**src/rtl/fmts_pkg.sv**
```systemverilog
// Shared types, constants and helper functions for the FM chip timer and status unit.
// Has no dependencies; every other file of the unit but fmts_checker imports it.
`timescale 1ns / 1ps
`default_nettype none

package fmts_pkg;

    // Time and timer geometry.
    localparam int TIME_BITS   = 32;
    localparam int T1_UNIT_US  = 80;
    localparam int T2_UNIT_US  = 320;
    localparam int T1_PER_W    = 15;
    localparam int T2_PER_W    = 17;
    localparam int PER_W       = T2_PER_W;

    // The remainder unit retires two dividend bits per cycle.
    localparam int DIV_BITS_PER_CYCLE = 2;
    localparam int DIV_CYCLES         = TIME_BITS / DIV_BITS_PER_CYCLE;
    localparam int DIV_CNT_W          = $clog2(DIV_CYCLES);

    localparam logic [T1_PER_W-1:0] T1_PER_RST = T1_PER_W'(T1_UNIT_US * 256);
    localparam logic [T2_PER_W-1:0] T2_PER_RST = T2_PER_W'(T2_UNIT_US * 256);

    // Register indexes that the timer logic owns.
    localparam logic [7:0] REG_TIMER1     = 8'h02;
    localparam logic [7:0] REG_TIMER2     = 8'h03;
    localparam logic [7:0] REG_TIMER_CTRL = 8'h04;

    // Bit positions in the timer control byte.
    localparam int CTRL_CLEAR_BIT = 7;
    localparam int CTRL_MASK1_BIT = 6;
    localparam int CTRL_MASK2_BIT = 5;
    localparam int CTRL_EN1_BIT   = 0;
    localparam int CTRL_EN2_BIT   = 1;

    // Bit positions in the status byte.
    localparam int STS_IRQ_BIT = 7;
    localparam int STS_T1_BIT  = 6;
    localparam int STS_T2_BIT  = 5;

    typedef enum logic [1:0] {
        CMD_RESET       = 2'd0,
        CMD_ADDR_WRITE  = 2'd1,
        CMD_DATA_WRITE  = 2'd2,
        CMD_STATUS_READ = 2'd3
    } t_cmd;

    // Commands from the controller to the datapath.
    typedef struct packed {
        logic latch;        // capture the incoming request
        logic div_load;     // start a remainder for the selected timer
        logic div_step;     // retire two dividend bits
        logic apply_check;  // rebase the selected timer and raise its flag
        logic commit;       // apply the request and load the result register
        logic tsel;         // 0 selects timer 1, 1 selects timer 2
    } t_dp_cmd;

    // Status from the datapath to the controller.
    typedef struct packed {
        logic is_read;
        logic expired;
        logic div_last;
        logic out_free;
    } t_dp_sts;

    function automatic logic [T1_PER_W-1:0] t1_period_of(input logic [7:0] d);
        logic [8:0] ticks;
        ticks = 9'd256 - {1'b0, d};
        return T1_PER_W'(T1_UNIT_US * ticks);
    endfunction

    function automatic logic [T2_PER_W-1:0] t2_period_of(input logic [7:0] d);
        logic [8:0] ticks;
        ticks = 9'd256 - {1'b0, d};
        return T2_PER_W'(T2_UNIT_US * ticks);
    endfunction

endpackage

`default_nettype wire

```
**src/rtl/fmts_ifs.sv**
```systemverilog
// Request and response channel interfaces of the FM chip timer and status unit.
// Depends on fmts_pkg for the time width.
`timescale 1ns / 1ps
`default_nettype none

interface fmts_req_if import fmts_pkg::*; ();
    logic                 valid;
    logic                 ready;
    logic [1:0]           command;
    logic [7:0]           data_byte;
    logic [TIME_BITS-1:0] now_us;

    modport source (output valid, command, data_byte, now_us, input ready);
    modport sink   (input valid, command, data_byte, now_us, output ready);
endinterface

interface fmts_rsp_if ();
    logic       valid;
    logic       ready;
    logic [7:0] status_byte;
    logic       forward_valid;
    logic [7:0] forward_register;
    logic [7:0] forward_data;

    modport source (output valid, status_byte, forward_valid, forward_register, forward_data,
                    input ready);
    modport sink   (input valid, status_byte, forward_valid, forward_register, forward_data,
                    output ready);
endinterface

`default_nettype wire

```
**src/rtl/fmts_datapath.sv**
```systemverilog
// Datapath of the timer and status unit: timer state, remainder unit and result register.
// Depends on fmts_pkg; driven by fmts_controller through t_dp_cmd.
`timescale 1ns / 1ps
`default_nettype none

module fmts_datapath
    import fmts_pkg::*;
(
    input  logic                 i_clk,
    input  logic                 i_rst_n,
    input  t_dp_cmd              i_cmd,
    output t_dp_sts              o_sts,
    input  logic [1:0]           i_command,
    input  logic [7:0]           i_data_byte,
    input  logic [TIME_BITS-1:0] i_now_us,
    input  logic                 i_out_ready,
    output logic                 o_out_valid,
    output logic [7:0]           o_status_byte,
    output logic                 o_forward_valid,
    output logic [7:0]           o_forward_register,
    output logic [7:0]           o_forward_data
);

    // Captured request.
    t_cmd                 r_cmd;
    logic [7:0]           r_data;
    logic [TIME_BITS-1:0] r_now;

    // Architectural state.
    logic [7:0]           r_sel_reg;
    logic                 r_irq;
    logic                 r_t1_exp, r_t2_exp;
    logic                 r_t1_en, r_t2_en;
    logic                 r_t1_mask, r_t2_mask;
    logic [T1_PER_W-1:0]  r_t1_per;
    logic [T2_PER_W-1:0]  r_t2_per;
    logic [TIME_BITS-1:0] r_t1_base, r_t2_base;

    // Remainder unit.
    logic [TIME_BITS-1:0] r_dvd;
    logic [PER_W-1:0]     r_rem;
    logic [DIV_CNT_W-1:0] r_cnt;

    // Result register.
    logic                 r_out_valid;
    logic [7:0]           r_out_status;
    logic                 r_out_fwd_valid;
    logic [7:0]           r_out_fwd_reg;
    logic [7:0]           r_out_fwd_data;

    logic [TIME_BITS-1:0] w_base_sel;
    logic [PER_W-1:0]     w_per_sel;
    logic                 w_en_sel;
    logic [TIME_BITS-1:0] w_diff;
    logic                 w_late;
    logic [PER_W:0]       w_try0, w_try1;
    logic [PER_W-1:0]     w_rem_mid;
    logic [PER_W-1:0]     n_rem;
    logic [TIME_BITS-1:0] n_base;
    logic                 w_fwd;
    logic [7:0]           n_status;

    assign w_base_sel = i_cmd.tsel ? r_t2_base : r_t1_base;
    assign w_per_sel  = i_cmd.tsel ? r_t2_per : PER_W'(r_t1_per);
    assign w_en_sel   = i_cmd.tsel ? r_t2_en : r_t1_en;

    // An enabled timer has expired when time ran backward past its base or beyond one period.
    assign w_diff = r_now - w_base_sel;
    assign w_late = (r_now < w_base_sel) ||
                    (w_diff > {{(TIME_BITS-PER_W){1'b0}}, w_per_sel});

    // Two restoring steps per cycle; the partial remainder always stays below the period.
    assign w_try0    = {r_rem, r_dvd[TIME_BITS-1]};
    assign w_rem_mid = (w_try0 >= {1'b0, w_per_sel}) ?
                       PER_W'(w_try0 - {1'b0, w_per_sel}) : w_try0[PER_W-1:0];
    assign w_try1    = {w_rem_mid, r_dvd[TIME_BITS-2]};
    assign n_rem     = (w_try1 >= {1'b0, w_per_sel}) ?
                       PER_W'(w_try1 - {1'b0, w_per_sel}) : w_try1[PER_W-1:0];

    // The base moves back to the most recent rollover.
    assign n_base = r_now - {{(TIME_BITS-PER_W){1'b0}}, r_rem};

    assign w_fwd = (r_cmd == CMD_DATA_WRITE) &&
                   !(r_sel_reg inside {REG_TIMER1, REG_TIMER2, REG_TIMER_CTRL});

    always_comb begin
        n_status = 8'h00;
        if (r_cmd == CMD_STATUS_READ) begin
            n_status[STS_IRQ_BIT] = r_t1_exp | r_t2_exp;
            n_status[STS_T1_BIT]  = r_t1_exp;
            n_status[STS_T2_BIT]  = r_t2_exp;
        end
    end

    assign o_sts.is_read  = (r_cmd == CMD_STATUS_READ);
    assign o_sts.expired  = w_en_sel && w_late;
    assign o_sts.div_last = (r_cnt == DIV_CNT_W'(DIV_CYCLES - 1));
    assign o_sts.out_free = !r_out_valid || i_out_ready;

    // Request capture and remainder unit; payload only.
    always_ff @(posedge i_clk) begin
        if (i_cmd.latch) begin
            r_cmd  <= t_cmd'(i_command);
            r_data <= i_data_byte;
            r_now  <= i_now_us;
        end
        if (i_cmd.div_load) begin
            r_dvd <= w_diff;
            r_rem <= '0;
            r_cnt <= '0;
        end else if (i_cmd.div_step) begin
            r_dvd <= r_dvd << DIV_BITS_PER_CYCLE;
            r_rem <= n_rem;
            r_cnt <= r_cnt + DIV_CNT_W'(1);
        end
    end

    // Timer state.
    always_ff @(posedge i_clk) begin
        if (!i_rst_n) begin
            r_sel_reg <= 8'h00;
            r_irq     <= 1'b0;
            r_t1_exp  <= 1'b0;
            r_t2_exp  <= 1'b0;
            r_t1_en   <= 1'b1;
            r_t2_en   <= 1'b1;
            r_t1_mask <= 1'b0;
            r_t2_mask <= 1'b0;
            r_t1_per  <= T1_PER_RST;
            r_t2_per  <= T2_PER_RST;
            r_t1_base <= '0;
            r_t2_base <= '0;
        end else begin
            if (i_cmd.apply_check) begin
                if (i_cmd.tsel) begin
                    r_t2_base <= n_base;
                    if (!r_t2_mask) r_t2_exp <= 1'b1;
                end else begin
                    r_t1_base <= n_base;
                    if (!r_t1_mask) r_t1_exp <= 1'b1;
                end
            end
            if (i_cmd.commit) begin
                case (r_cmd)
                    CMD_RESET: begin
                        r_irq     <= 1'b0;
                        r_t1_exp  <= 1'b0;
                        r_t2_exp  <= 1'b0;
                        r_t1_en   <= 1'b1;
                        r_t2_en   <= 1'b1;
                        r_t1_mask <= 1'b0;
                        r_t2_mask <= 1'b0;
                        r_t1_per  <= T1_PER_RST;
                        r_t2_per  <= T2_PER_RST;
                        r_t1_base <= r_now;
                        r_t2_base <= r_now;
                    end
                    CMD_ADDR_WRITE: begin
                        r_sel_reg <= r_data;
                    end
                    CMD_DATA_WRITE: begin
                        case (r_sel_reg)
                            REG_TIMER1: begin
                                r_t1_per <= t1_period_of(r_data);
                            end
                            REG_TIMER2: begin
                                r_t2_per <= t2_period_of(r_data);
                            end
                            REG_TIMER_CTRL: begin
                                if (r_data[CTRL_CLEAR_BIT]) begin
                                    r_irq    <= 1'b0;
                                    r_t1_exp <= 1'b0;
                                    r_t2_exp <= 1'b0;
                                end else begin
                                    r_t1_mask <= r_data[CTRL_MASK1_BIT];
                                    r_t2_mask <= r_data[CTRL_MASK2_BIT];
                                    if (r_data[CTRL_MASK1_BIT]) r_t1_exp <= 1'b0;
                                    if (r_data[CTRL_MASK2_BIT]) r_t2_exp <= 1'b0;
                                    if (r_data[CTRL_EN1_BIT] && !r_t1_en) r_t1_base <= r_now;
                                    if (r_data[CTRL_EN2_BIT] && !r_t2_en) r_t2_base <= r_now;
                                    r_t1_en <= r_data[CTRL_EN1_BIT];
                                    r_t2_en <= r_data[CTRL_EN2_BIT];
                                end
                            end
                            default: begin
                            end
                        endcase
                    end
                    CMD_STATUS_READ: begin
                        r_irq <= r_t1_exp | r_t2_exp;
                    end
                    default: begin
                    end
                endcase
            end
        end
    end

    // Result register valid flag.
    always_ff @(posedge i_clk) begin
        if (!i_rst_n) begin
            r_out_valid <= 1'b0;
        end else if (i_cmd.commit) begin
            r_out_valid <= 1'b1;
        end else if (i_out_ready) begin
            r_out_valid <= 1'b0;
        end
    end

    // Result register payload.
    always_ff @(posedge i_clk) begin
        if (i_cmd.commit) begin
            r_out_status    <= n_status;
            r_out_fwd_valid <= w_fwd;
            r_out_fwd_reg   <= w_fwd ? r_sel_reg : 8'h00;
            r_out_fwd_data  <= w_fwd ? r_data : 8'h00;
        end
    end

    assign o_out_valid        = r_out_valid;
    assign o_status_byte      = r_out_status;
    assign o_forward_valid    = r_out_fwd_valid;
    assign o_forward_register = r_out_fwd_reg;
    assign o_forward_data     = r_out_fwd_data;

endmodule

`default_nettype wire

```
**src/rtl/fmts_controller.sv**
```systemverilog
// Sequencing state machine of the timer and status unit.
// Depends on fmts_pkg; drives fmts_datapath through t_dp_cmd and reads t_dp_sts back.
`timescale 1ns / 1ps
`default_nettype none

module fmts_controller
    import fmts_pkg::*;
(
    input  logic    i_clk,
    input  logic    i_rst_n,
    input  logic    i_in_valid,
    output logic    o_in_ready,
    input  t_dp_sts i_sts,
    output t_dp_cmd o_cmd
);

    typedef enum logic [5:0] {
        S_IDLE = 6'b000001,
        S_DISP = 6'b000010,
        S_CHK  = 6'b000100,
        S_DIV  = 6'b001000,
        S_UPD  = 6'b010000,
        S_FIN  = 6'b100000
    } t_state;

    t_state r_state, n_state;
    logic   r_tsel, n_tsel;

    always_comb begin
        n_state    = r_state;
        n_tsel     = r_tsel;
        o_cmd      = '0;
        o_cmd.tsel = r_tsel;
        case (r_state)
            S_IDLE: begin
                if (i_in_valid) begin
                    o_cmd.latch = 1'b1;
                    n_state     = S_DISP;
                end
            end
            S_DISP: begin
                n_tsel  = 1'b0;
                n_state = i_sts.is_read ? S_CHK : S_FIN;
            end
            S_CHK: begin
                // An expired timer needs its remainder; otherwise move on.
                if (i_sts.expired) begin
                    o_cmd.div_load = 1'b1;
                    n_state        = S_DIV;
                end else if (!r_tsel) begin
                    n_tsel = 1'b1;
                end else begin
                    n_state = S_FIN;
                end
            end
            S_DIV: begin
                o_cmd.div_step = 1'b1;
                if (i_sts.div_last) n_state = S_UPD;
            end
            S_UPD: begin
                o_cmd.apply_check = 1'b1;
                if (!r_tsel) begin
                    n_tsel  = 1'b1;
                    n_state = S_CHK;
                end else begin
                    n_state = S_FIN;
                end
            end
            S_FIN: begin
                if (i_sts.out_free) begin
                    o_cmd.commit = 1'b1;
                    n_state      = S_IDLE;
                end
            end
            default: begin
                n_state = S_IDLE;
            end
        endcase
    end

    always_ff @(posedge i_clk) begin
        if (!i_rst_n) begin
            r_state <= S_IDLE;
            r_tsel  <= 1'b0;
        end else begin
            r_state <= n_state;
            r_tsel  <= n_tsel;
        end
    end

    assign o_in_ready = (r_state == S_IDLE);

endmodule

`default_nettype wire

```
**src/rtl/fm_chip_timer_status_unit.sv**
```systemverilog
// Top level of the FM chip timer and status unit: controller plus datapath.
// Depends on fmts_pkg, fmts_ifs, fmts_controller and fmts_datapath.
`timescale 1ns / 1ps
`default_nettype none

// The unit models the timer and status side of a YM3812-style FM chip. Each request on
// i_req is one bus access (reset, address write, data write or status read) carrying a
// data byte and the current 32-bit microsecond time, and each produces exactly one
// response on o_rsp. Data writes to registers 2 and 3 load the timer periods, register 4
// controls masks, enables and flag clearing, and any other data write is forwarded on
// the response for the synthesizer. A reset or write passes from the idle state through
// the dispatch state to the final state, where the response register loads as soon as
// it is free. A status read checks timer 1 and then timer 2 before the final state:
// each enabled timer that has expired runs through the shared remainder unit, which
// retires two bits of the 32-bit elapsed time per cycle, and is then rebased. One
// request is handled at a time; a new request is accepted once the previous one has
// been placed in the response register, even while that response still waits for
// the sink.

module fm_chip_timer_status_unit
    import fmts_pkg::*;
(
    input  logic       i_clk,
    input  logic       i_rst_n,
    fmts_req_if.sink   i_req,
    fmts_rsp_if.source o_rsp
);

    t_dp_cmd w_cmd;
    t_dp_sts w_sts;

    // The controller sequences the timer checks and decides when a request commits.
    fmts_controller u_ctrl (
        .i_clk      (i_clk),
        .i_rst_n    (i_rst_n),
        .i_in_valid (i_req.valid),
        .o_in_ready (i_req.ready),
        .i_sts      (w_sts),
        .o_cmd      (w_cmd)
    );

    // The datapath holds all timer state, the remainder unit and the response register.
    fmts_datapath u_dp (
        .i_clk              (i_clk),
        .i_rst_n            (i_rst_n),
        .i_cmd              (w_cmd),
        .o_sts              (w_sts),
        .i_command          (i_req.command),
        .i_data_byte        (i_req.data_byte),
        .i_now_us           (i_req.now_us),
        .i_out_ready        (o_rsp.ready),
        .o_out_valid        (o_rsp.valid),
        .o_status_byte      (o_rsp.status_byte),
        .o_forward_valid    (o_rsp.forward_valid),
        .o_forward_register (o_rsp.forward_register),
        .o_forward_data     (o_rsp.forward_data)
    );

endmodule

`default_nettype wire

```
**src/flat_wrapper.sv**
```systemverilog
// flat-port wrapper written by rule: the top's interface ports become plain ports
module fm_chip_timer_status_unit_flat import fmts_pkg::*;
  (i_clk, i_rst_n, i_req_valid, i_req_command, i_req_data_byte, i_req_now_us, i_req_ready, o_rsp_valid, o_rsp_status_byte, o_rsp_forward_valid, o_rsp_forward_register, o_rsp_forward_data, o_rsp_ready);
  fmts_req_if i_req_i ();
  fmts_rsp_if o_rsp_i ();
  input  logic i_clk;
  input  logic i_rst_n;
  input wire logic [$bits(i_req_i.valid)-1:0] i_req_valid;
  input wire logic [$bits(i_req_i.command)-1:0] i_req_command;
  input wire logic [$bits(i_req_i.data_byte)-1:0] i_req_data_byte;
  input wire logic [$bits(i_req_i.now_us)-1:0] i_req_now_us;
  output wire logic [$bits(i_req_i.ready)-1:0] i_req_ready;
  output wire logic [$bits(o_rsp_i.valid)-1:0] o_rsp_valid;
  output wire logic [$bits(o_rsp_i.status_byte)-1:0] o_rsp_status_byte;
  output wire logic [$bits(o_rsp_i.forward_valid)-1:0] o_rsp_forward_valid;
  output wire logic [$bits(o_rsp_i.forward_register)-1:0] o_rsp_forward_register;
  output wire logic [$bits(o_rsp_i.forward_data)-1:0] o_rsp_forward_data;
  input wire logic [$bits(o_rsp_i.ready)-1:0] o_rsp_ready;
  assign i_req_i.valid = i_req_valid;
  assign i_req_i.command = i_req_command;
  assign i_req_i.data_byte = i_req_data_byte;
  assign i_req_i.now_us = i_req_now_us;
  assign i_req_ready = i_req_i.ready;
  assign o_rsp_valid = o_rsp_i.valid;
  assign o_rsp_status_byte = o_rsp_i.status_byte;
  assign o_rsp_forward_valid = o_rsp_i.forward_valid;
  assign o_rsp_forward_register = o_rsp_i.forward_register;
  assign o_rsp_forward_data = o_rsp_i.forward_data;
  assign o_rsp_i.ready = o_rsp_ready;
  fm_chip_timer_status_unit u_core (.i_clk(i_clk), .i_rst_n(i_rst_n), .i_req(i_req_i), .o_rsp(o_rsp_i));
endmodule
```
**config.mk**
```make
export PLATFORM = sky130hd
export DESIGN_NAME = fm_chip_timer_status_unit_flat
export DESIGN_NICKNAME = d
export VERILOG_FILES = /design/src/rtl/fmts_pkg.sv /design/src/rtl/fmts_ifs.sv /design/src/rtl/fmts_datapath.sv /design/src/rtl/fmts_controller.sv /design/src/rtl/fm_chip_timer_status_unit.sv /design/src/flat_wrapper.sv
export SDC_FILE = /design/constraint.sdc
export NUM_CORES = 1
export LEC_CHECK = 0
export BUFFER_PORTS_ARGS = -buffer_cell sky130_fd_sc_hd__buf_4
export CORE_UTILIZATION = 60
export CTS_CLUSTER_SIZE = 30
export DETAILED_ROUTE_END_ITERATION = 10
export PLACE_DENSITY = 0.87
export REMOVE_ABC_BUFFERS = 1
export SLEW_MARGIN = 20
export SYNTH_ARGS = -nofsm -noshare
export SYNTH_HDL_FRONTEND = slang
export SYNTH_HIERARCHICAL = 1
export SYNTH_SLANG_ARGS = --single-unit
```
**constraint.sdc**
```tcl
create_clock -name i_clk -period 8.5 [get_ports i_clk]
set_input_delay 1.7 -clock i_clk [delete_from_list [all_inputs] [get_ports i_clk]]
set_output_delay 1.7 -clock i_clk [all_outputs]
set_load 0.01 [all_outputs]
```
==> results of run 1 <==
==> logic make-up after synthesis <==
logic type,count (synthesis),synth area share [%]
AND/OR/NAND/NOR,549,18.7
AO/OA/AOI/OAI,436,18.9
flip-flops,223,36.4
buffers and inverters,154,4.63
adder cells (fa/ha/maj),108,9.36
multiplexers,105,7.35
XOR/XNOR,78,4.60
other,1,0.0253
==> per-stage QoR <==
step	total power, W	utilization, %
final	0.00298	66.6
after global routing	0.00310	66.6
after CTS	0.00297	66.6
after detailed placement	0.00190	63.3
after global placement	0.00188	63.3
after floorplan	0.00171	-
==> critical path: cells and delay by family, from the launching register on <==
family / cells / cell delay [ns]
muxes: 1 / 0.39
adders and majority gates: 3 / 0.84
DFF: 1 / 0.62
and+or+nand+nor: 12 / 3.71
xor gates and xnor gates: 1 / 0.39
buffers and inverters: 1 / 0.36
AOI/OAI and AO/OA: 3 / 0.48
==> power by group <==
group	switching (W)	internal (W)
registers	0.0000609	0.00116
clock network	0.000433	0.000645
logic	0.000407	0.000274
==> area by class of cell <==
type	instances	area, um^2	area share [%]
clock inverter	7	87.6	0.540
sequential	223	5410	33.4
tap	324	405	2.50
timing repair buffer	78	586	3.61
clock buffer	37	722	4.46
inverter	59	221	1.37
multi-input combinational	1281	8780	54.2
==> layout by cell type (no fill, tap or decap), types with 26 or more instances in the layout <==
| cell | instances |
|---|---|
| a21oi_1 | 142 |
| xnor2_1 | 45 |
| nand4_1 | 26 |
| ha_1 | 103 |
| dfxtp_1 | 128 |
| nor3_1 | 45 |
| xor2_1 | 33 |
| a21o_1 | 31 |
| mux2_2 | 31 |
| nand2_1 | 132 |
| buf_4 | 78 |
| inv_1 | 58 |
| a211oi_1 | 27 |
| clkbuf_16 | 26 |
| o21ai_0 | 80 |
| edfxtp_1 | 94 |
| mux2i_1 | 74 |
| nor2_1 | 157 |
==> layer usage <==
| metal | part of all wire [%] | track usage [%] |
|---|---|---|
| met5 | 0 | 0 |
| met4 | 3.2 | 12.2 |
| met3 | 9.2 | 4.64 |
| met2 | 46 | 50.8 |
| met1 | 42 | 41.7 |
==> worst max-delay path by stage <==
stage                                     from               endpoint  depth (start not counted)
after global placement    u_core/u_ctrl/r_tsel  u_core/u_dp/r_dvd[26]                         21
after floorplan           u_core/u_ctrl/r_tsel   u_core/u_dp/r_dvd[0]                         19
after CTS                 u_core/u_ctrl/r_tsel  u_core/u_dp/r_dvd[19]                         21
final                     u_core/u_ctrl/r_tsel  u_core/u_dp/r_dvd[29]                         21
after detailed placement  u_core/u_ctrl/r_tsel   u_core/u_dp/r_dvd[4]                         21
after global routing      u_core/u_ctrl/r_tsel   u_core/u_dp/r_dvd[4]                         21
==> metrics.md, run 1 <==
| Metric | Value |
|---|---|
| Final Cycle Share | between 80% and 90% |
| DR iter-0 viols | 1,291 |
| Hold path cells | 2 |
| Layout Nets | ~1,800 |
| Max_cap viols | 0 |
| Hold-fix buffer count after cts | 0 |
| Worst slew margin | 26.8% |
| Worst R2R Path Depth | 21 |
| WL/cell | 19.8 um |
| EDFF count, synth | 94 |
| Post-Synthesis Cells | 1,654 |
| Fin worst setup slack | 1.32 ns |
| Worst Hold End | u_core/u_dp/r_t2_mask |
| Critical Path End Type | flip-flop |
| Total CTS buffers | 25 |
| Bufs on Longest Clock Path | 3 |
| Crit path kind | reg2reg |
| Layout cell share with drive strength beyond 1 | 11.2% |
| Crit-path cells | mux2_2 > ha_1 > fa_1 > nand2b_1 > a21oi_1 > nor2_1 > nor2_1 > a31oi_1 > xnor2_1 > ha_1 > nand4_1 > or4_1 > nor3_1 > o21ai_1 > nor4bb_1 > nand4bb_1 > nor4_1 > nor2_1 > and4b_2 > buf_4 > or2_2 |
| Worst vdd ir | 0.000212 V |
| Initial core utilization | approximately three fifths |
| Critical Path RT | 8.68 ns |
| #FFs+latches synth | about 220 |
| Minimum hold slack | 0.454 ns |
| Finished Layout Cells | 2,009 |
| Slew of the pin with the lowest slew margin | 1.10 ns |
| LEAKAGE | 5.97 nW |
| Maximum clock frequency | 139 MHz |
| Via count | 13,000 |
| Post-synth top cells | 158 x nor2_1, 143 x a21oi_1, 132 x nand2_1 |
| Drt via density | roughly 6.5 |
| R2r endpoint | u_core/u_dp/r_dvd[29] |
| Reg clk slew, reported paths | about 0.060 ns |
| Clock Sinks | about 220 |
| Final Cell Area | 0.0162 mm^2 |
| Antenna-violating nets left | 0 |
| 1st-pass router iterations | 8 |
| Pre-CTS WS | around 1.6 ns |
| Root Driver | clkbuf_16 |
| Post-route setup TNS | 0 ns |
| Cell Pwr Density | 184 mW/mm^2 |
| IO buf count | 67 |
| Clk_skew | around 0.018 ns |
| Top_reg_cell synth | dfxtp_1 |
| Max Slew Vio Count | 0 |
| # fillers | roughly 1,900 |
| Endpoints failing hold | 0 |
| Synth async-reset ratio | 0% |
| CP max FO | 37 |
| Final setup vio count | 0 |
| Die ar. | 0.0254 mm^2 |
| Initial antenna violation count | 0 |
| DRC | 0 |
| Area contributors post-synth | edfxtp_1 19%, dfxtp_1 17%, ha_1 8.7%, mux2i_1 5.0%, a21oi_1 4.8% |
| Post-CTS Setup Bufs | 0 |
| Rows | 57 |
| Synth-to-Final Area Change | 9.23% |
| Post-synth top area share | about a fifth |
| Syn Area/Cell | 8.97 um^2 |
| First-pass GRT wire length | 64.4 mm |
| Grt total ovfl | 0 |
| Most common cell in the netlist | nor2_1 |
| Crit path largest cell delay | just under 0.7 ns |
| Dominant cell type by area after synthesis | edfxtp_1 |
| Status | finished, final reports clean |
| Ys Warns | 6 |
| Syn Std Cell Area | 0.0148 mm^2 |
| H-tree depth | 1 |
| Largest net degree at the start of global routing | 56 |
| Placed cells | about 2,000 |
| Startpoint type of the worst setup path | flip-flop |
| Synth cell types | 99 |
| Die Span X | 159 um |
| RSZ-0062 raised after global routing | no |
| Vias in the first global route | 12,600 |
| Die H | 159 um |
| Post-route minimum period | ~7.2 ns |
| Hold Crit Start | u_core/u_dp/r_t2_mask |
| PostCTS Resize Cnt | 0 |
| FF-to-FF Start | u_core/u_ctrl/r_tsel |
| Post-synthesis sequential area ratio | a little over a third |
| Ports | 73 |
| CTS tree | yes |
| Clock Latency Late Sink | 0.53 ns |
| GPL Wtd Cong | around 0.94 |
| Final wirelength | 39.8 mm |
| Reg2Reg Setup Slack | 1.32 ns |
| Post-DP HPWL | 28.2 mm |
| Placed Area | ~0.015 mm^2 |
| N_diodes | 0 |
| GRT Util Overall | 31.1% |
| Worst Path Arrival | 7.36 ns |
| CP most frequent cell | nor2_1 |
| Core Region | around 0.024 mm^2 |
| Hold Path Class | reg2reg |
| Slowest cell on crit path | nor4_1 |
(Power assumes the default switching activity.)
==> run 2, diff against run 1 <==
--- a/config.mk
+++ b/config.mk
@@ -6,7 +6,7 @@
 export NUM_CORES = 1
 export LEC_CHECK = 0
 export BUFFER_PORTS_ARGS = -buffer_cell sky130_fd_sc_hd__buf_4
-export CORE_UTILIZATION = 60
+export CORE_UTILIZATION = 57
 export CTS_CLUSTER_SIZE = 30
 export DETAILED_ROUTE_END_ITERATION = 10
 export PLACE_DENSITY = 0.87
==> constraint.sdc (replaced) <==
create_clock -name i_clk -period 6.35 [get_ports i_clk]
set_input_delay 1.27 -clock i_clk [delete_from_list [all_inputs] [get_ports i_clk]]
set_output_delay 1.27 -clock i_clk [all_outputs]
set_load 0.01 [all_outputs]
==> metrics.md, run 2 (synthesized netlist as in run 1, its figures left out) <==
| Metric | Value |
|---|---|
| Status | finished, final reports clean (unchanged) |
| Total CTS buffers | 25 (unchanged) |
| Reg clk slew, reported paths | 0.06 ns (about the same) |
| Worst slew margin | 29.7% (was 26.8%) |
| Final wirelength | 41.0 mm (was 39.8 mm) |
| Layout cell share with drive strength beyond 1 | 12.2% (was 11.2%) |
| Via count | 13,200 (was 13,000) |
| Maximum clock frequency | 163 MHz (was 139 MHz) |
| Worst Path Arrival | 6.43 ns (was 7.36 ns) |
| Drt via density | 6.52 (was 6.48) |
| Final Cycle Share | 96.8% (was 84.5%) |
| Final setup vio count | 0 (unchanged) |
| Die Span X | 163 um (was 159 um) |
| Critical Path End Type | flip-flop (unchanged) |
| CTS tree | yes (unchanged) |
| H-tree depth | 1 (unchanged) |
| Fin worst setup slack | 0.203 ns (was 1.32 ns) |
| Synth-to-Final Area Change | 10.2% (was 9.23%) |
| Clock Sinks | 223 (unchanged) |
| Antenna-violating nets left | 0 (unchanged) |
| Critical Path RT | 6.63 ns (was 8.68 ns) |
| Rows | 58 (was 57) |
| Ports | 73 (unchanged) |
| WL/cell | 20.2 um (was 19.8 um) |
| Max_cap viols | 0 (unchanged) |
| IO buf count | 67 (unchanged) |
| Finished Layout Cells | 2,029 (was 2,009) |
| Largest net degree at the start of global routing | 59 (was 56) |
| Core Region | 0.0253 mm^2 (was 0.0243 mm^2) |
| Initial antenna violation count | 0 (unchanged) |
| Hold Path Class | reg2reg (unchanged) |
| Post-route minimum period | 6.15 ns (was 7.18 ns) |
| N_diodes | 0 (unchanged) |
| Slew of the pin with the lowest slew margin | 1.05 ns (was 1.10 ns) |
| Crit path kind | reg2reg (unchanged) |
| Clk_skew | 0.0258 ns (was 0.0180 ns) |
| DRC | 0 (unchanged) |
| CP max FO | 58 (was 37) |
| Vias in the first global route | 12,700 (was 12,600) |
| Bufs on Longest Clock Path | 3 (unchanged) |
| Root Driver | clkbuf_16 (unchanged) |
| Die H | 163 um (was 159 um) |
| Layout Nets | 1,835 (was 1,822) |
| Endpoints failing hold | 0 (unchanged) |
| Grt total ovfl | 0 (unchanged) |
| Post-route setup TNS | 0 ns (unchanged) |
| Pre-CTS WS | 0.251 ns (was 1.56 ns) |
| Post-CTS Setup Bufs | 0 (unchanged) |
| Placed cells | 1,984 (was 1,965) |
| Clock Latency Late Sink | 0.56 ns (was 0.53 ns) |
| Minimum hold slack | 0.459 ns (was 0.454 ns) |
| 1st-pass router iterations | 6 (was 8) |
| Core Util, Final | 64.6% (was 66.6%) |
| First-pass GRT wire length | 65.0 mm (was 64.4 mm) |
| LEAKAGE | 6.07 nW (was 5.97 nW) |
| Die ar. | 0.0267 mm^2 (was 0.0254 mm^2) |
| Max Slew Vio Count | 0 (unchanged) |
| Most frequent cells in the layout | 158 x nor2_1, 141 x a21oi_1, 132 x nand2_1 (was 157 x nor2_1, 142 x a21oi_1, 132 x nand2_1) |
| Post-DP HPWL | 29.4 mm (was 28.2 mm) |
| RSZ-0062 raised after global routing | no (unchanged) |
| Hold-fix buffer count after cts | 0 (unchanged) |
| Cell Pwr Density | 246 mW/mm^2 (was 184 mW/mm^2) |
| GPL Wtd Cong | 0.967 (was 0.935) |
| Initial core utilization | 58.6% (was 61.0%) |
| Worst vdd ir | 0.000201 V (was 0.000212 V) |
| GRT Util Overall | 30.6% (was 31.1%) |
| Most common cell after layout, fill and taps aside | nor2_1 (unchanged) |
| DR iter-0 viols | 1,511 (was 1,291) |
| Startpoint type of the worst setup path | flip-flop (unchanged) |
[run 2: cell types whose count changed in the layout (fill, tap and decap cells not counted), moves of 2 or more]
cell	before	now
clkinv_1	2	0
bufinv_16	2	0
buf_4	78	90
clkbuf_8	3	6
clkinvlp_4	2	0
clkinv_2	1	4
clkbuf_1	8	4
[run 2: layout make-up]
type	instances	area (um^2)
Clock buffer	37	773
Clock inverter	8	63.8
Fill cell	1969	8970
Inverter	59	221
Multi-Input combinational cell	1281	8780
Sequential cell	223	5410
Tap cell	330	413
Timing Repair Buffer	91	696
[run 2: final timing paths]
kind / from / end / slack (ns) / depth (start not counted)
worst max-delay path: u_core/u_ctrl/r_tsel / u_core/u_dp/r_dvd[3] / 0.20 / 20
worst min-delay path: u_core/u_dp/r_t1_per[11] / u_core/u_dp/r_t1_per[11] / 0.46 / 2
worst max register to register: u_core/u_ctrl/r_tsel / u_core/u_dp/r_dvd[3] / 0.20 / 20
worst min register to register: u_core/u_dp/r_t1_per[11] / u_core/u_dp/r_t1_per[11] / 0.46 / 2
[run 2: power by group]
part	switching, W	internal (W)	total, W
clock	0.000610	0.000849	0.00146
sequential	0.0000826	0.00155	0.00163
combinational	0.000557	0.000371	0.000927
[run 2: per-stage QoR]
stage          instance area (um^2)  power [W]
6_report                      16400    0.00402
5_1_grt                       16400    0.00418
4_1_cts                       16300    0.00401
3_5_place_dp                  15500    0.00255
3_3_place_gp                  15500    0.00252
2_1_floorplan                 14400    0.00229
[run 2: worst max-delay path, cell delays in order (launching register included)]
cell       delay [ns]
dfxtp_2          0.58
mux2_2           0.39
ha_1             0.21
fa_1             0.40
nand2b_1         0.18
a21oi_1          0.26
nor2_1           0.13
o311a_1          0.35
xnor2_1          0.15
ha_1             0.30
nand4_1          0.13
or4_1            0.53
nor3_1           0.15
o21ai_1          0.10
nor4bb_1         0.33
nand4bb_1        0.16
nor4_2           0.42
nor2_1           0.14
and4b_2          0.26
buf_4            0.35
mux2_2           0.37
[run 2: what timing repair did]
action / 4_1_cts / 5_1_grt
hold endpoints to repair: 0 / 0
setup endpoints to repair: 0 / 58
resized for setup: 0 / 1
[run 2: layer usage]
| layer | GRT usage, % | routed length (um) | share of wire, % |
|---|---|---|---|
| met1 | 39.9 | 16700 | 41 |
| met2 | 51.1 | 19200 | 47 |
| met3 | 4.65 | 3690 | 9.0 |
| met4 | 11.6 | 1440 | 3.5 |
| met5 | 0 | 0 | 0 |
==> run 3, diff against run 2 <==
--- a/config.mk
+++ b/config.mk
@@ -6,10 +6,10 @@
 export NUM_CORES = 1
 export LEC_CHECK = 0
 export BUFFER_PORTS_ARGS = -buffer_cell sky130_fd_sc_hd__buf_4
-export CORE_UTILIZATION = 57
+export CORE_UTILIZATION = 55
 export CTS_CLUSTER_SIZE = 30
 export DETAILED_ROUTE_END_ITERATION = 10
-export PLACE_DENSITY = 0.87
+export PLACE_DENSITY = 0.85
 export REMOVE_ABC_BUFFERS = 1
 export SLEW_MARGIN = 20
 export SYNTH_ARGS = -nofsm -noshare
==> metrics.md, run 3 (synthesized netlist as in run 1, its figures left out) <==
| Metric | Value |
|---|---|
| NetSw | 0.00122 W (was 0.00125 W) |
| R2r endpoint | u_core/u_dp/r_dvd[16] (was u_core/u_dp/r_dvd[3]) |
| CP max FO | 58 (unchanged) |
| Final Cycle Share | 93.1% (was 96.8%) |
| Root Driver | clkbuf_16 (unchanged) |
| First-pass GRT wire length | 64.4 mm (was 65.0 mm) |
| Worst vdd ir | 0.000235 V (was 0.000201 V) |
| Seq pwr share | 40.2% (was 40.6%) |
| DRC | 1 (was 0) |
| Max Slew Vio Count | 0 (unchanged) |
| FF-to-FF Start | u_core/u_ctrl/r_tsel (unchanged) |
| Post-route minimum period | 5.91 ns (was 6.15 ns) |
| 1st-pass router iterations | 8 (was 6) |
| Tot Pwr | 0.00405 W (was 0.00402 W) |
| Hold Path Class | reg2reg (unchanged) |
| Comb power frac | 22.6% (was 23.1%) |
| Reg2Reg Setup Slack | 0.44 ns (was 0.20 ns) |
| Die H | 166 um (was 163 um) |
| Status | complete, but fails checks (was finished, final reports clean) |
| Post-DP HPWL | 29.3 mm (was 29.4 mm) |
| Largest net degree at the start of global routing | 59 (unchanged) |
| Critical Path RT | 6.63 ns (about the same) |
| Worst R2R Path Depth | 20 (unchanged) |
| Bufs on Longest Clock Path | 3 (unchanged) |
| GRT Util Overall | 28.7% (was 30.6%) |
| Drt via density | 6.38 (was 6.52) |
| Core Util, Final | 62.3% (was 64.6%) |
| Sw frac | 30.2% (was 31.1%) |
| Clk_skew | 0.00902 ns (was 0.0258 ns) |
| Max_cap viols | 0 (unchanged) |
| Clock Sinks | 223 (unchanged) |
| DR iter-0 viols | 1,154 (was 1,511) |
| Pre-CTS WS | 0.486 ns (was 0.251 ns) |
| Initial antenna violation count | 1 (was 0) |
| Core Region | 0.0263 mm^2 (was 0.0253 mm^2) |
| Ports | 73 (unchanged) |
| Final wirelength | 40.6 mm (was 41.0 mm) |
| IO buf count | 67 (unchanged) |
| LEAKAGE | 6.08 nW (was 6.07 nW) |
| Crit path kind | reg2reg (unchanged) |
| Clock Latency Late Sink | 0.53 ns (was 0.56 ns) |
| Initial core utilization | 56.5% (was 58.6%) |
| Failing checks | design-rule violations |
| Slew of the pin with the lowest slew margin | 1.06 ns (was 1.05 ns) |
| Die ar. | 0.0276 mm^2 (was 0.0267 mm^2) |
| Int Power | 0.00283 W (was 0.00277 W) |
| Endpoints failing hold | 0 (unchanged) |
| Total CTS buffers | 25 (unchanged) |
| H-tree depth | 1 (unchanged) |
| Most frequent cells in the layout | 158 x nor2_1, 141 x a21oi_1, 132 x nand2_1 (unchanged) |
| Vias in the first global route | 12,500 (was 12,700) |
| Placed Area | 0.0155 mm^2 (about the same) |
| Hold-fix buffer count after cts | 0 (unchanged) |
| Fin worst setup slack | 0.437 ns (was 0.203 ns) |
| Most common cell after layout, fill and taps aside | nor2_1 (unchanged) |
| Rows | 59 (was 58) |
| GPL Wtd Cong | 0.955 (was 0.967) |
| WL/cell | 20.0 um (was 20.2 um) |
| Via count | 13,000 (was 13,200) |
| End point of the critical path | u_core/u_dp/r_dvd[16] (was u_core/u_dp/r_dvd[3]) |
| Grt total ovfl | 0 (unchanged) |
| RSZ-0062 raised after global routing | no (unchanged) |
| Antenna-violating nets left | 0 (unchanged) |
| Startpoint type of the worst setup path | flip-flop (unchanged) |
| Final Cell Area | 0.0164 mm^2 (about the same) |
| Die Span X | 166 um (was 163 um) |
| Final setup vio count | 0 (unchanged) |
| Clock network power share | 37.1% (was 36.3%) |
| Synth-to-Final Area Change | 10.4% (was 10.2%) |
| Critical Path End Type | flip-flop (unchanged) |
| Cell Pwr Density | 247 mW/mm^2 (was 246 mW/mm^2) |
| Worst Path Arrival | 6.19 ns (was 6.43 ns) |
| Maximum clock frequency | 169 MHz (was 163 MHz) |
| Minimum hold slack | 0.455 ns (was 0.459 ns) |
| Worst slew margin | 29.3% (was 29.7%) |
| Worst Setup SP | u_core/u_ctrl/r_tsel (unchanged) |
| Layout Nets | 1,838 (was 1,835) |
| N_diodes | 0 (unchanged) |
| Layout cell share with drive strength beyond 1 | 12.3% (was 12.2%) |
| CTS tree | yes (unchanged) |
| Reg clk slew, reported paths | 0.06 ns (about the same) |
## run 3: metrics by stage
step	std cells	setup TNS, ns
5_1_grt	2037	0
6_report	2037	0
3_3_place_gp	1992	0
2_1_floorplan	1563	-54.55
4_1_cts	2037	0
3_5_place_dp	1992	0
## run 3: cell type report
cell class	count	area, um^2
clock buffer	34	681
clock inverter	11	160
fill	2163	9900
inverter	59	221
multi-input combinational	1281	8780
sequential	223	5410
tap	335	419
timing repair buffer	94	706
## run 3: worst min path at each step
| stage | from | endpoint | slack [ns] | depth (start not counted) |
|---|---|---|---|---|
| after floorplan | u_core/u_dp/r_t1_mask | u_core/u_dp/r_t1_mask | 0.43 | 2 |
| after global placement | u_core/u_dp/r_t2_mask | u_core/u_dp/r_t2_mask | 0.44 | 2 |
| after detailed placement | u_core/u_dp/r_t2_mask | u_core/u_dp/r_t2_mask | 0.45 | 2 |
| after CTS | u_core/u_dp/r_t2_mask | u_core/u_dp/r_t2_mask | 0.45 | 2 |
| after global routing | u_core/u_dp/r_t2_per[13] | u_core/u_dp/r_t2_per[13] | 0.48 | 2 |
| final | u_core/u_dp/r_t2_mask | u_core/u_dp/r_t2_mask | 0.45 | 2 |
## run 3: worst max-delay path: stages (launching register included)
cell and delay (ns):
dfxtp_4 0.49, mux2_2 0.37, ha_1 0.21, fa_1 0.40, nand2b_1 0.19, a21oi_1 0.26
nor2_1 0.12, o311a_1 0.35, xnor2_1 0.16, ha_1 0.34, nand4_1 0.13, or4_1 0.53
nor3_1 0.14, o21ai_1 0.09, nor4bb_1 0.28, nand4bb_1 0.14, nor4_1 0.33, nor2_1 0.15
and4b_2 0.25, buf_4 0.33, mux2_2 0.36
## run 3: power by group through the flow
stage	clock network, W	registers (W)	logic (W)
after CTS	0.00152	0.00163	0.000899
after global placement	0	0.00166	0.000866
after detailed placement	0	0.00166	0.000891
after global routing	0.00158	0.00163	0.00101
after floorplan	0	0.00162	0.000668
final	0.00150	0.00163	0.000915
## run 3: metal layers
layer  vias to the layer above  share of wire, %  GRT usage [%]
li1                       6131                 -              -
met1                      6148                41           37.2
met2                       600                47           48.2
met3                       114               8.4           4.24
met4                         0               3.4           11.2
met5                         -                 0              0
## run 3: what timing repair did
item                                   4_1_cts  5_1_grt
setup endpoints to repair                    0       20
endpoints found under the hold margin        0        0
setup buffers                                0        0
gates resized for setup                      0        2
